[src/rtl/glcm_pkg.sv]
// ----------------------------------------------------------------------------
// glcm_pkg
// Shared constants, widths and controller/datapath bundles for the GLCM
// texture metrics block.
// ----------------------------------------------------------------------------
package glcm_pkg;

    localparam int GRAY_LEVELS   = 256;
    localparam int DIRECTIONS    = 8;
    localparam int COUNT_BITS    = 20;
    localparam int FRACTION_BITS = 16;

    // Fixed field widths of the beats
    localparam int LEVEL_BITS       = 8;
    localparam int COUNT_FIELD_BITS = 20;
    localparam int DIR_FIELD_BITS   = 3;
    localparam int SUM_BITS         = 56;
    localparam int HOMOG_BITS       = 63;

    // Derived widths
    localparam int CNT_W         = (COUNT_BITS < COUNT_FIELD_BITS) ? COUNT_BITS
                                                                   : COUNT_FIELD_BITS;
    localparam int D2_BITS       = 2 * LEVEL_BITS;
    localparam int DEN_BITS      = D2_BITS + 1;
    localparam int C2_BITS       = 2 * CNT_W;
    localparam int CT_BITS       = D2_BITS + CNT_W;
    localparam int DIVIDEND_BITS = C2_BITS + FRACTION_BITS;
    localparam int STEP_BITS     = $clog2(DIVIDEND_BITS);
    localparam int DIR_BITS      = (DIRECTIONS > 1) ? $clog2(DIRECTIONS) : 1;
    localparam int HT_W          = ((DIVIDEND_BITS > HOMOG_BITS) ? DIVIDEND_BITS
                                                                 : HOMOG_BITS) + 1;

    localparam logic [SUM_BITS-1:0]   SUM_MAX   = {SUM_BITS{1'b1}};
    localparam logic [HOMOG_BITS-1:0] HOMOG_MAX = {HOMOG_BITS{1'b1}};

    typedef struct packed {
        logic                capture;
        logic                square;
        logic                mul;
        logic                div_step;
        logic                acc;
        logic                emit;
        logic                clear;
        logic [DIR_BITS-1:0] dir;
    } glcm_cmd_t;

    typedef struct packed {
        logic d2_zero;
        logic last;
        logic out_free;
    } glcm_stat_t;

endpackage

[src/rtl/glcm_if.sv]
// ----------------------------------------------------------------------------
// glcm_entry_if / glcm_result_if
// Valid/ready channels for matrix entry beats and metric result beats.
// ----------------------------------------------------------------------------
interface glcm_entry_if;
    logic                                   valid;
    logic                                   ready;
    logic [glcm_pkg::LEVEL_BITS-1:0]        row_level;
    logic [glcm_pkg::LEVEL_BITS-1:0]        col_level;
    logic [glcm_pkg::COUNT_FIELD_BITS-1:0]  count_deg0;
    logic [glcm_pkg::COUNT_FIELD_BITS-1:0]  count_deg45;
    logic [glcm_pkg::COUNT_FIELD_BITS-1:0]  count_deg90;
    logic [glcm_pkg::COUNT_FIELD_BITS-1:0]  count_deg135;
    logic [glcm_pkg::COUNT_FIELD_BITS-1:0]  count_deg180;
    logic [glcm_pkg::COUNT_FIELD_BITS-1:0]  count_deg225;
    logic [glcm_pkg::COUNT_FIELD_BITS-1:0]  count_deg270;
    logic [glcm_pkg::COUNT_FIELD_BITS-1:0]  count_deg315;
    logic                                   last_entry;

    modport source (output valid, row_level, col_level, count_deg0, count_deg45,
                    count_deg90, count_deg135, count_deg180, count_deg225,
                    count_deg270, count_deg315, last_entry, input ready);
    modport sink   (input valid, row_level, col_level, count_deg0, count_deg45,
                    count_deg90, count_deg135, count_deg180, count_deg225,
                    count_deg270, count_deg315, last_entry, output ready);
endinterface

interface glcm_result_if;
    logic                                  valid;
    logic                                  ready;
    logic [glcm_pkg::DIR_FIELD_BITS-1:0]   direction;
    logic [glcm_pkg::SUM_BITS-1:0]         contrast;
    logic [glcm_pkg::SUM_BITS-1:0]         energy;
    logic [glcm_pkg::HOMOG_BITS-1:0]       homogeneity;
    logic                                  last_result;

    modport source (output valid, direction, contrast, energy, homogeneity,
                    last_result, input ready);
    modport sink   (input valid, direction, contrast, energy, homogeneity,
                    last_result, output ready);
endinterface

[src/rtl/glcm_texture_metrics.sv]
// ----------------------------------------------------------------------------
// glcm_texture_metrics
// Haralick contrast, energy and homogeneity over eight co-occurrence matrices.
// ----------------------------------------------------------------------------
// Entry beats: a new entry is taken only once the previous one is done; an
//   entry whose two levels match skips the divider. The shared radix-2
//   homogeneity divider (56 steps per direction) sets the entry rate.
// Results: once the last entry is accumulated, one result beat per cycle
//   while the sink keeps ready high.
// Reset: rst_n clears the sequencer, the output valid and all sums at once.
// ----------------------------------------------------------------------------
module glcm_texture_metrics (
    input  logic          clk,
    input  logic          rst_n,
    glcm_entry_if.sink    entry,
    glcm_result_if.source metrics
);

    // Command and status bundles between sequencer and datapath
    glcm_pkg::glcm_cmd_t  cmd;
    glcm_pkg::glcm_stat_t stat;

    // Sequencer: holds entry ready low from capture until the last
    // direction is accumulated, or until every result beat is loaded.
    glcm_ctrl u_ctrl (
        .clk      (clk),
        .rst_n    (rst_n),
        .in_valid (entry.valid),
        .in_ready (entry.ready),
        .stat     (stat),
        .cmd      (cmd)
    );

    // Datapath: multiply, divide, saturate and present results.
    glcm_dp u_dp (
        .clk     (clk),
        .rst_n   (rst_n),
        .entry   (entry),
        .metrics (metrics),
        .cmd     (cmd),
        .stat    (stat)
    );

endmodule

[src/rtl/glcm_ctrl.sv]
// ----------------------------------------------------------------------------
// glcm_ctrl
// Sequencer: walks directions, counts divider steps, drives result emission.
// ----------------------------------------------------------------------------
module glcm_ctrl (
    input  logic                 clk,
    input  logic                 rst_n,
    input  logic                 in_valid,
    output logic                 in_ready,
    input  glcm_pkg::glcm_stat_t stat,
    output glcm_pkg::glcm_cmd_t  cmd
);

    typedef enum logic [2:0] {
        S_IDLE,
        S_SQUARE,
        S_MUL,
        S_DIV,
        S_ACC,
        S_EMIT
    } state_t;

    state_t                             state_reg;
    logic [glcm_pkg::DIR_BITS-1:0]      dir_reg;
    logic [glcm_pkg::STEP_BITS-1:0]     step_reg;
    logic                               dir_last;
    logic                               step_last;

    assign dir_last  = (dir_reg == glcm_pkg::DIR_BITS'(glcm_pkg::DIRECTIONS - 1));
    assign step_last = (step_reg == glcm_pkg::STEP_BITS'(glcm_pkg::DIVIDEND_BITS - 1));
    assign in_ready  = (state_reg == S_IDLE);

    always_comb
    begin
        cmd          = '0;
        cmd.dir      = dir_reg;
        cmd.capture  = (state_reg == S_IDLE) && in_valid;
        cmd.square   = (state_reg == S_SQUARE);
        cmd.mul      = (state_reg == S_MUL);
        cmd.div_step = (state_reg == S_DIV);
        cmd.acc      = (state_reg == S_ACC);
        cmd.emit     = (state_reg == S_EMIT) && stat.out_free;
        cmd.clear    = (state_reg == S_EMIT) && stat.out_free && dir_last;
    end

    always_ff @(posedge clk or negedge rst_n)
    begin
        if (!rst_n)
        begin
            state_reg <= S_IDLE;
            dir_reg   <= '0;
            step_reg  <= '0;
        end
        else
        begin
            unique case (state_reg)
                S_IDLE:
                begin
                    if (in_valid)
                    begin
                        dir_reg   <= '0;
                        state_reg <= S_SQUARE;
                    end
                end
                S_SQUARE:
                begin
                    state_reg <= S_MUL;
                end
                S_MUL:
                begin
                    step_reg  <= '0;
                    state_reg <= stat.d2_zero ? S_ACC : S_DIV;
                end
                S_DIV:
                begin
                    step_reg <= step_reg + 1'b1;
                    if (step_last)
                    begin
                        state_reg <= S_ACC;
                    end
                end
                S_ACC:
                begin
                    if (dir_last)
                    begin
                        dir_reg   <= '0;
                        state_reg <= stat.last ? S_EMIT : S_IDLE;
                    end
                    else
                    begin
                        dir_reg   <= dir_reg + 1'b1;
                        state_reg <= S_MUL;
                    end
                end
                S_EMIT:
                begin
                    if (stat.out_free)
                    begin
                        if (dir_last)
                        begin
                            dir_reg   <= '0;
                            state_reg <= S_IDLE;
                        end
                        else
                        begin
                            dir_reg <= dir_reg + 1'b1;
                        end
                    end
                end
                default:
                begin
                    state_reg <= S_IDLE;
                end
            endcase
        end
    end

endmodule

[src/rtl/glcm_dp.sv]
// ----------------------------------------------------------------------------
// glcm_dp
// Datapath: entry capture, shared multipliers, radix-2 divider, saturating
// per-direction sums and the result output register.
// ----------------------------------------------------------------------------
module glcm_dp (
    input  logic                  clk,
    input  logic                  rst_n,
    glcm_entry_if.sink            entry,
    glcm_result_if.source         metrics,
    input  glcm_pkg::glcm_cmd_t   cmd,
    output glcm_pkg::glcm_stat_t  stat
);

    localparam int DIRS = glcm_pkg::DIRECTIONS;

    logic [glcm_pkg::CNT_W-1:0]          cnt_reg [DIRS];
    logic [glcm_pkg::COUNT_FIELD_BITS-1:0] cnt_in [8];
    logic [glcm_pkg::LEVEL_BITS-1:0]     diff_reg;
    logic                                last_reg;
    logic [glcm_pkg::D2_BITS-1:0]        d2_reg;
    logic [glcm_pkg::DEN_BITS-1:0]       den_reg;
    logic [glcm_pkg::C2_BITS-1:0]        c2_reg;
    logic [glcm_pkg::CT_BITS-1:0]        ct_reg;
    logic [glcm_pkg::DIVIDEND_BITS-1:0]  quot_reg;
    logic [glcm_pkg::DEN_BITS-1:0]       rem_reg;

    logic [glcm_pkg::SUM_BITS-1:0]       con_sum_reg [DIRS];
    logic [glcm_pkg::SUM_BITS-1:0]       ene_sum_reg [DIRS];
    logic [glcm_pkg::HOMOG_BITS-1:0]     hom_sum_reg [DIRS];

    logic                                out_valid_reg;
    logic [glcm_pkg::DIR_FIELD_BITS-1:0] out_dir_reg;
    logic [glcm_pkg::SUM_BITS-1:0]       out_con_reg;
    logic [glcm_pkg::SUM_BITS-1:0]       out_ene_reg;
    logic [glcm_pkg::HOMOG_BITS-1:0]     out_hom_reg;
    logic                                out_last_reg;

    logic [glcm_pkg::LEVEL_BITS-1:0]     row_c;
    logic [glcm_pkg::LEVEL_BITS-1:0]     col_c;
    logic [glcm_pkg::CNT_W-1:0]          cnt_sel;
    logic [glcm_pkg::C2_BITS-1:0]        c2_w;
    logic [glcm_pkg::DEN_BITS:0]         rem_sh;
    logic                                rem_ge;
    logic [glcm_pkg::SUM_BITS:0]         con_add;
    logic [glcm_pkg::SUM_BITS:0]         ene_add;
    logic [glcm_pkg::HT_W-1:0]           hom_term;
    logic [glcm_pkg::HT_W-1:0]           hom_add;

    assign cnt_in[0] = entry.count_deg0;
    assign cnt_in[1] = entry.count_deg45;
    assign cnt_in[2] = entry.count_deg90;
    assign cnt_in[3] = entry.count_deg135;
    assign cnt_in[4] = entry.count_deg180;
    assign cnt_in[5] = entry.count_deg225;
    assign cnt_in[6] = entry.count_deg270;
    assign cnt_in[7] = entry.count_deg315;

    // Clamp levels beyond the configured gray range
    assign row_c = (32'(entry.row_level) >= glcm_pkg::GRAY_LEVELS)
                 ? glcm_pkg::LEVEL_BITS'(glcm_pkg::GRAY_LEVELS - 1) : entry.row_level;
    assign col_c = (32'(entry.col_level) >= glcm_pkg::GRAY_LEVELS)
                 ? glcm_pkg::LEVEL_BITS'(glcm_pkg::GRAY_LEVELS - 1) : entry.col_level;

    assign cnt_sel = cnt_reg[cmd.dir];
    assign c2_w    = glcm_pkg::C2_BITS'(cnt_sel * cnt_sel);

    // One restoring divide step
    assign rem_sh = {rem_reg, quot_reg[glcm_pkg::DIVIDEND_BITS-1]};
    assign rem_ge = (rem_sh >= {1'b0, den_reg});

    assign con_add  = {1'b0, con_sum_reg[cmd.dir]}
                    + (glcm_pkg::SUM_BITS + 1)'(ct_reg);
    assign ene_add  = {1'b0, ene_sum_reg[cmd.dir]}
                    + (glcm_pkg::SUM_BITS + 1)'(c2_reg);
    assign hom_term = (glcm_pkg::HT_W'(quot_reg) > glcm_pkg::HT_W'(glcm_pkg::HOMOG_MAX))
                    ? glcm_pkg::HT_W'(glcm_pkg::HOMOG_MAX) : glcm_pkg::HT_W'(quot_reg);
    assign hom_add  = glcm_pkg::HT_W'(hom_sum_reg[cmd.dir]) + hom_term;

    assign stat.d2_zero  = (d2_reg == '0);
    assign stat.last     = last_reg;
    assign stat.out_free = !out_valid_reg || metrics.ready;

    assign metrics.valid       = out_valid_reg;
    assign metrics.direction   = out_dir_reg;
    assign metrics.contrast    = out_con_reg;
    assign metrics.energy      = out_ene_reg;
    assign metrics.homogeneity = out_hom_reg;
    assign metrics.last_result = out_last_reg;

    // Working registers
    always_ff @(posedge clk)
    begin
        if (cmd.capture)
        begin
            for (int k = 0; k < DIRS; k++)
            begin
                cnt_reg[k] <= cnt_in[k][glcm_pkg::CNT_W-1:0];
            end
            diff_reg <= (row_c >= col_c) ? (row_c - col_c) : (col_c - row_c);
            last_reg <= entry.last_entry;
        end
        if (cmd.square)
        begin
            d2_reg  <= glcm_pkg::D2_BITS'(diff_reg * diff_reg);
            den_reg <= glcm_pkg::DEN_BITS'(diff_reg * diff_reg) + 1'b1;
        end
        if (cmd.mul)
        begin
            c2_reg   <= c2_w;
            ct_reg   <= glcm_pkg::CT_BITS'(d2_reg * cnt_sel);
            quot_reg <= {c2_w, {glcm_pkg::FRACTION_BITS{1'b0}}};
            rem_reg  <= '0;
        end
        if (cmd.div_step)
        begin
            rem_reg  <= rem_ge ? glcm_pkg::DEN_BITS'(rem_sh - {1'b0, den_reg})
                               : rem_sh[glcm_pkg::DEN_BITS-1:0];
            quot_reg <= {quot_reg[glcm_pkg::DIVIDEND_BITS-2:0], rem_ge};
        end
    end

    // Per-direction sums
    always_ff @(posedge clk or negedge rst_n)
    begin
        if (!rst_n)
        begin
            for (int k = 0; k < DIRS; k++)
            begin
                con_sum_reg[k] <= '0;
                ene_sum_reg[k] <= '0;
                hom_sum_reg[k] <= '0;
            end
        end
        else if (cmd.clear)
        begin
            for (int k = 0; k < DIRS; k++)
            begin
                con_sum_reg[k] <= '0;
                ene_sum_reg[k] <= '0;
                hom_sum_reg[k] <= '0;
            end
        end
        else if (cmd.acc)
        begin
            con_sum_reg[cmd.dir] <= con_add[glcm_pkg::SUM_BITS] ? glcm_pkg::SUM_MAX
                                  : con_add[glcm_pkg::SUM_BITS-1:0];
            ene_sum_reg[cmd.dir] <= ene_add[glcm_pkg::SUM_BITS] ? glcm_pkg::SUM_MAX
                                  : ene_add[glcm_pkg::SUM_BITS-1:0];
            hom_sum_reg[cmd.dir] <= (hom_add > glcm_pkg::HT_W'(glcm_pkg::HOMOG_MAX))
                                  ? glcm_pkg::HOMOG_MAX
                                  : hom_add[glcm_pkg::HOMOG_BITS-1:0];
        end
    end

    // Result output register
    always_ff @(posedge clk or negedge rst_n)
    begin
        if (!rst_n)
        begin
            out_valid_reg <= 1'b0;
        end
        else if (cmd.emit)
        begin
            out_valid_reg <= 1'b1;
        end
        else if (metrics.ready)
        begin
            out_valid_reg <= 1'b0;
        end
    end

    always_ff @(posedge clk)
    begin
        if (cmd.emit)
        begin
            out_dir_reg  <= glcm_pkg::DIR_FIELD_BITS'(cmd.dir);
            out_con_reg  <= con_sum_reg[cmd.dir];
            out_ene_reg  <= ene_sum_reg[cmd.dir];
            out_hom_reg  <= hom_sum_reg[cmd.dir];
            out_last_reg <= (cmd.dir == glcm_pkg::DIR_BITS'(DIRS - 1));
        end
    end

endmodule

[src/flat_wrapper.sv]
// flat-port wrapper written by rule: the top's interface ports become plain ports
module glcm_texture_metrics_flat 
  (clk, rst_n, entry_valid, entry_row_level, entry_col_level, entry_count_deg0, entry_count_deg45, entry_count_deg90, entry_count_deg135, entry_count_deg180, entry_count_deg225, entry_count_deg270, entry_count_deg315, entry_last_entry, entry_ready, metrics_valid, metrics_direction, metrics_contrast, metrics_energy, metrics_homogeneity, metrics_last_result, metrics_ready);
  glcm_entry_if entry_i ();
  glcm_result_if metrics_i ();
  input  logic clk;
  input  logic rst_n;
  input wire logic [$bits(entry_i.valid)-1:0] entry_valid;
  input wire logic [$bits(entry_i.row_level)-1:0] entry_row_level;
  input wire logic [$bits(entry_i.col_level)-1:0] entry_col_level;
  input wire logic [$bits(entry_i.count_deg0)-1:0] entry_count_deg0;
  input wire logic [$bits(entry_i.count_deg45)-1:0] entry_count_deg45;
  input wire logic [$bits(entry_i.count_deg90)-1:0] entry_count_deg90;
  input wire logic [$bits(entry_i.count_deg135)-1:0] entry_count_deg135;
  input wire logic [$bits(entry_i.count_deg180)-1:0] entry_count_deg180;
  input wire logic [$bits(entry_i.count_deg225)-1:0] entry_count_deg225;
  input wire logic [$bits(entry_i.count_deg270)-1:0] entry_count_deg270;
  input wire logic [$bits(entry_i.count_deg315)-1:0] entry_count_deg315;
  input wire logic [$bits(entry_i.last_entry)-1:0] entry_last_entry;
  output wire logic [$bits(entry_i.ready)-1:0] entry_ready;
  output wire logic [$bits(metrics_i.valid)-1:0] metrics_valid;
  output wire logic [$bits(metrics_i.direction)-1:0] metrics_direction;
  output wire logic [$bits(metrics_i.contrast)-1:0] metrics_contrast;
  output wire logic [$bits(metrics_i.energy)-1:0] metrics_energy;
  output wire logic [$bits(metrics_i.homogeneity)-1:0] metrics_homogeneity;
  output wire logic [$bits(metrics_i.last_result)-1:0] metrics_last_result;
  input wire logic [$bits(metrics_i.ready)-1:0] metrics_ready;
  assign entry_i.valid = entry_valid;
  assign entry_i.row_level = entry_row_level;
  assign entry_i.col_level = entry_col_level;
  assign entry_i.count_deg0 = entry_count_deg0;
  assign entry_i.count_deg45 = entry_count_deg45;
  assign entry_i.count_deg90 = entry_count_deg90;
  assign entry_i.count_deg135 = entry_count_deg135;
  assign entry_i.count_deg180 = entry_count_deg180;
  assign entry_i.count_deg225 = entry_count_deg225;
  assign entry_i.count_deg270 = entry_count_deg270;
  assign entry_i.count_deg315 = entry_count_deg315;
  assign entry_i.last_entry = entry_last_entry;
  assign entry_ready = entry_i.ready;
  assign metrics_valid = metrics_i.valid;
  assign metrics_direction = metrics_i.direction;
  assign metrics_contrast = metrics_i.contrast;
  assign metrics_energy = metrics_i.energy;
  assign metrics_homogeneity = metrics_i.homogeneity;
  assign metrics_last_result = metrics_i.last_result;
  assign metrics_i.ready = metrics_ready;
  glcm_texture_metrics u_core (.clk(clk), .rst_n(rst_n), .entry(entry_i), .metrics(metrics_i));
endmodule
[config.mk]
export PLATFORM = sky130hd
export DESIGN_NAME = glcm_texture_metrics_flat
export DESIGN_NICKNAME = d
export VERILOG_FILES = /design/src/rtl/glcm_pkg.sv /design/src/rtl/glcm_if.sv /design/src/rtl/glcm_texture_metrics.sv /design/src/rtl/glcm_ctrl.sv /design/src/rtl/glcm_dp.sv /design/src/flat_wrapper.sv
export SDC_FILE = /design/constraint.sdc
export NUM_CORES = 2
export LEC_CHECK = 0
export BUFFER_PORTS_ARGS = -buffer_cell sky130_fd_sc_hd__buf_4
export CORE_ASPECT_RATIO = 1.4
export CORE_MARGIN = 3
export CORE_UTILIZATION = 55
export CTS_BUF_LIST = sky130_fd_sc_hd__clkbuf_16
export CTS_CLUSTER_SIZE = 10
export DETAILED_ROUTE_END_ITERATION = 10
export GPL_TIMING_DRIVEN = 0
export MAX_ROUTING_LAYER = met4
export PLACE_DENSITY = 0.72
export SETUP_SLACK_MARGIN = 0.3
export SYNTH_ARGS = -nofsm -noshare
export SYNTH_HDL_FRONTEND = slang
export SYNTH_SLANG_ARGS = --single-unit
[constraint.sdc]
create_clock -name clk -period 12.4 [get_ports clk]
set_input_delay 3.1 -clock clk [delete_from_list [all_inputs] [get_ports clk]]
set_output_delay 3.1 -clock clk [all_outputs]
set_load 0.05 [all_outputs]
==> impl_metrics.csv <==
group,metric,value,unit
cts,htree_levels,4,
die,core,197500,um2
outcome,violations,"capacitance limit, slew limit, setup timing",
layout,layout_common_cells,"dfrtp_1 (1411), nand2_1 (1407), inv_1 (880)",
layout,instances_no_fill,13791,
yosys,yosysSeqAreaShare,46.44,%
setup_path,rrSetupSlack,-0.08,ns
flow_run,cap_violations,20,
route,vias,94965,
setup_path,cp-endpoint,"u_core.u_dp.hom_sum_reg[312]$_DFFE_PN0P_",
route,drt_iter0_drc,13454,
worst_hold_path,hold_class,"register to register",
global_routing,globalRouteTotalUtil,51.80,%
route,drtPass1Iterations,9,
timing,setup_slack,-0.07886,ns
setup_path,crit_type,"register to register",
setup_path,cpMostUsedCell,"buf_6",
global_routing,grt_pass1_wl,712900,um
die,die_h,533.5,um
cts,clk-insertion-delay-late,0.91,ns
die,dieArea,204200,um2
setup_path,r2r_end,"u_core.u_dp.hom_sum_reg[312]$_DFFE_PN0P_",
cts,cts_buffer_depth,4,
route,wl_per_cell,37.63,um
layout,drive_gt1_share,9.973,%
layout,fin_util,62.28,%
global_routing,grt_antenna_before_repair,75,
layout,n_fill_cell,16362,
global_routing,grt-ovfl-total,0,
place,place.port_buffers,361,
setup_path,startpoint,"u_core.u_ctrl.dir_reg[0]$_DFFE_PN0P_",
place,gp_congestion,1.095,
setup_path,crit_path_end_kind,"register",
yosys,async_reset_ff_share,73.36,%
timing,post-route-period-util,100.6,%
setup_path,reg2reg_from,"u_core.u_ctrl.dir_reg[0]$_DFFE_PN0P_",
die,die_x,382.8,um
cts,hold_buffers,0,
place,place_inst,13361,
place,post-dp-hpwl,379000,um
die,rows,193,
die,start_util,55.33,%
timing,fmax,0.08014,GHz
global_routing,grt_max_degree,188,
yosys,ys_warn_count,0,
timing,hold_viol_final,0,
yosys,syn_inst,10320,
layout,nNetsFinal,12140,
setup_path,slowest_stage,"buf_2",
setup_path,startpoint_type,"register",
cts,cts.sinks,1926,
cts,cts_made_buffers,221,
cts,cts_root_buffer,"clkbuf_16",
setup_path,reg2reg_depth,28,
yosys,synthFlopType,"dfrtp_1",
layout,layout_commonest_cell,"dfrtp_1",
timing,setup-violations-final,8,
route,via_per_inst,6.886,
outcome,status,"finished, violations left",
yosys,synth.ff_latch_count,1926,
yosys,syn-num-nets,11507,
global_routing,first_global_vias,93080,
route,drc,0,
route,ant_nets,0,
timing,clock_skew,0.07927,ns
layout,largest_register_ffs,504,
route,drt-total-wl,519000,um
timing,fin_tns_setup,-0.3408,ns
yosys,syn_area,109300,um2
setup_path,worstPathArrival,13.21,ns
timing,relSlewSlack,-15.29,%
setup_path,cp_max_fo,10,
cts,cts_tree,"yes",
timing,worstMarginPinSlew,1.729,ns
timing,fin_crit,12.48,ns
timing,drv_slew,208,
setup_path,required,13.13,ns
yosys,synth_cell_types,120,
die,ios,362,
timing,rsz0062_at_grt,"true",
yosys,synth_edf_count,513,
yosys,syn_avg_cell_area,10.59,um2
cts,clk_pin_slew,0.06,ns
layout,area.growth.synth_to_final,12.55,%
setup_path,worst_path_largest_cell_delay,0.98,ns
-- logic make-up after synthesis --
logic type      synth area share, %
mux                           3.481
xor+xnor                      1.786
compound gates                17.98
buf+inv                       5.370
flops                         46.44
fa+ha+maj                     15.23
simple gates                  9.712
-- synth_stat cells, types with 31 or more instances --
library cell     n  share of area [%]
a221oi_1       118               0.95
inv_1          809                2.8
buf_2           38               0.17
mux4_2          50                1.0
a21o_1         133               0.91
xnor2_1        141                1.1
and2_1          34               0.19
fa_1           538                9.9
a21oi_1        310                1.4
nand2_1       1407                4.8
xor2_1          80               0.64
edfxtp_1       513                 14
mux2_2          67               0.69
a22oi_1        249                1.7
mux2i_1        183                1.7
ha_1           468                5.4
o21ai_1        296                1.4
buf_1           38               0.13
nand4_1         78               0.45
nor2b_1         36               0.21
nor3_1          62               0.28
o21a_1          31               0.21
dfrtp_1       1413                 32
o21bai_1        44               0.30
clkbuf_1       579                2.0
nor2_1         528                1.8
and3_1          47               0.27
nand3_1        176               0.81
o21ai_0        677                3.1
a31oi_1         42               0.24
a22o_1         712                5.7
-- repair_timing --
| action | CTS | global route |
|---|---|---|
| setup buffers | 1 | 0 |
| resized for setup | 50 | 40 |
| endpoints found under the setup margin | 108 | 105 |
| pin swaps | 1 | 0 |
-- final cells by class --
type	count	area, um2	area share [%]
Clock inverter	87	451.7	0.3672
Sequential cell	1926	50770	41.27
Inverter	817	3072	2.497
Antenna cell	119	297.8	0.2421
Clock buffer	223	5580	4.536
Buffer	685	3043	2.473
Multi-Input combinational cell	6890	52810	42.93
Tap cell	2632	3293	2.677
Timing Repair Buffer	412	3710	3.016
-- worst min-delay path by stage --
stage                                             start                                       end  slack, ns  cells past startpoint
2_1_floorplan         u_core.u_dp.diff_reg[0]$_DFFE_PP_           u_core.u_dp.d2_reg[0]$_DFFE_PP_       0.42                      0
3_3_place_gp   u_core.u_dp.ene_sum_reg[217]$_DFFE_PN0P_  u_core.u_dp.ene_sum_reg[217]$_DFFE_PN0P_       0.45                      2
3_5_place_dp    u_core.u_dp.ene_sum_reg[44]$_DFFE_PN0P_   u_core.u_dp.ene_sum_reg[44]$_DFFE_PN0P_       0.46                      2
4_1_cts         u_core.u_dp.ene_sum_reg[96]$_DFFE_PN0P_   u_core.u_dp.ene_sum_reg[96]$_DFFE_PN0P_       0.48                      2
5_1_grt               u_core.u_dp.diff_reg[0]$_DFFE_PP_           u_core.u_dp.d2_reg[0]$_DFFE_PP_       0.50                      0
6_report        u_core.u_dp.ene_sum_reg[44]$_DFFE_PN0P_   u_core.u_dp.ene_sum_reg[44]$_DFFE_PN0P_       0.48                      2
-- critical path, delay by kind of cell (launching register included) --
family	cells	cell delay, ns
adder cells (fa/ha/maj)	1	0.47
AO/OA/AOI/OAI	9	3.65
flip-flops	1	0.63
AND/OR/NAND/NOR	3	1.55
buffers and inverters	14	5.52
multiplexers	1	0.31
-- through the flow --
step	cell area, um2	hold slack [ns]	setup slack [ns]
final	123000	0.4765	-0.07886
after global routing	122900	0.4958	0.2322
after CTS	122600	0.4766	0.3028
after detailed placement	116500	0.4647	-1.182
after global placement	115300	0.4539	-8.759
after floorplan	109300	0.4244	2.985
-- layer usage --
| metal | global-route usage [%] | up-vias | share of wire [%] |
|---|---|---|---|
| met4 | 50.28 | 0 | 13 |
| met5 | - | - | 0 |
| met1 | 55.52 | 46927 | 32 |
| met2 | 72.05 | 7763 | 42 |
| met3 | 20.29 | 2660 | 13 |
| li1 | - | 37615 | - |
Power is left out: the tool's default activity adds up to more than one toggle a clock period on the data nets, which glitch-free logic cannot reach.
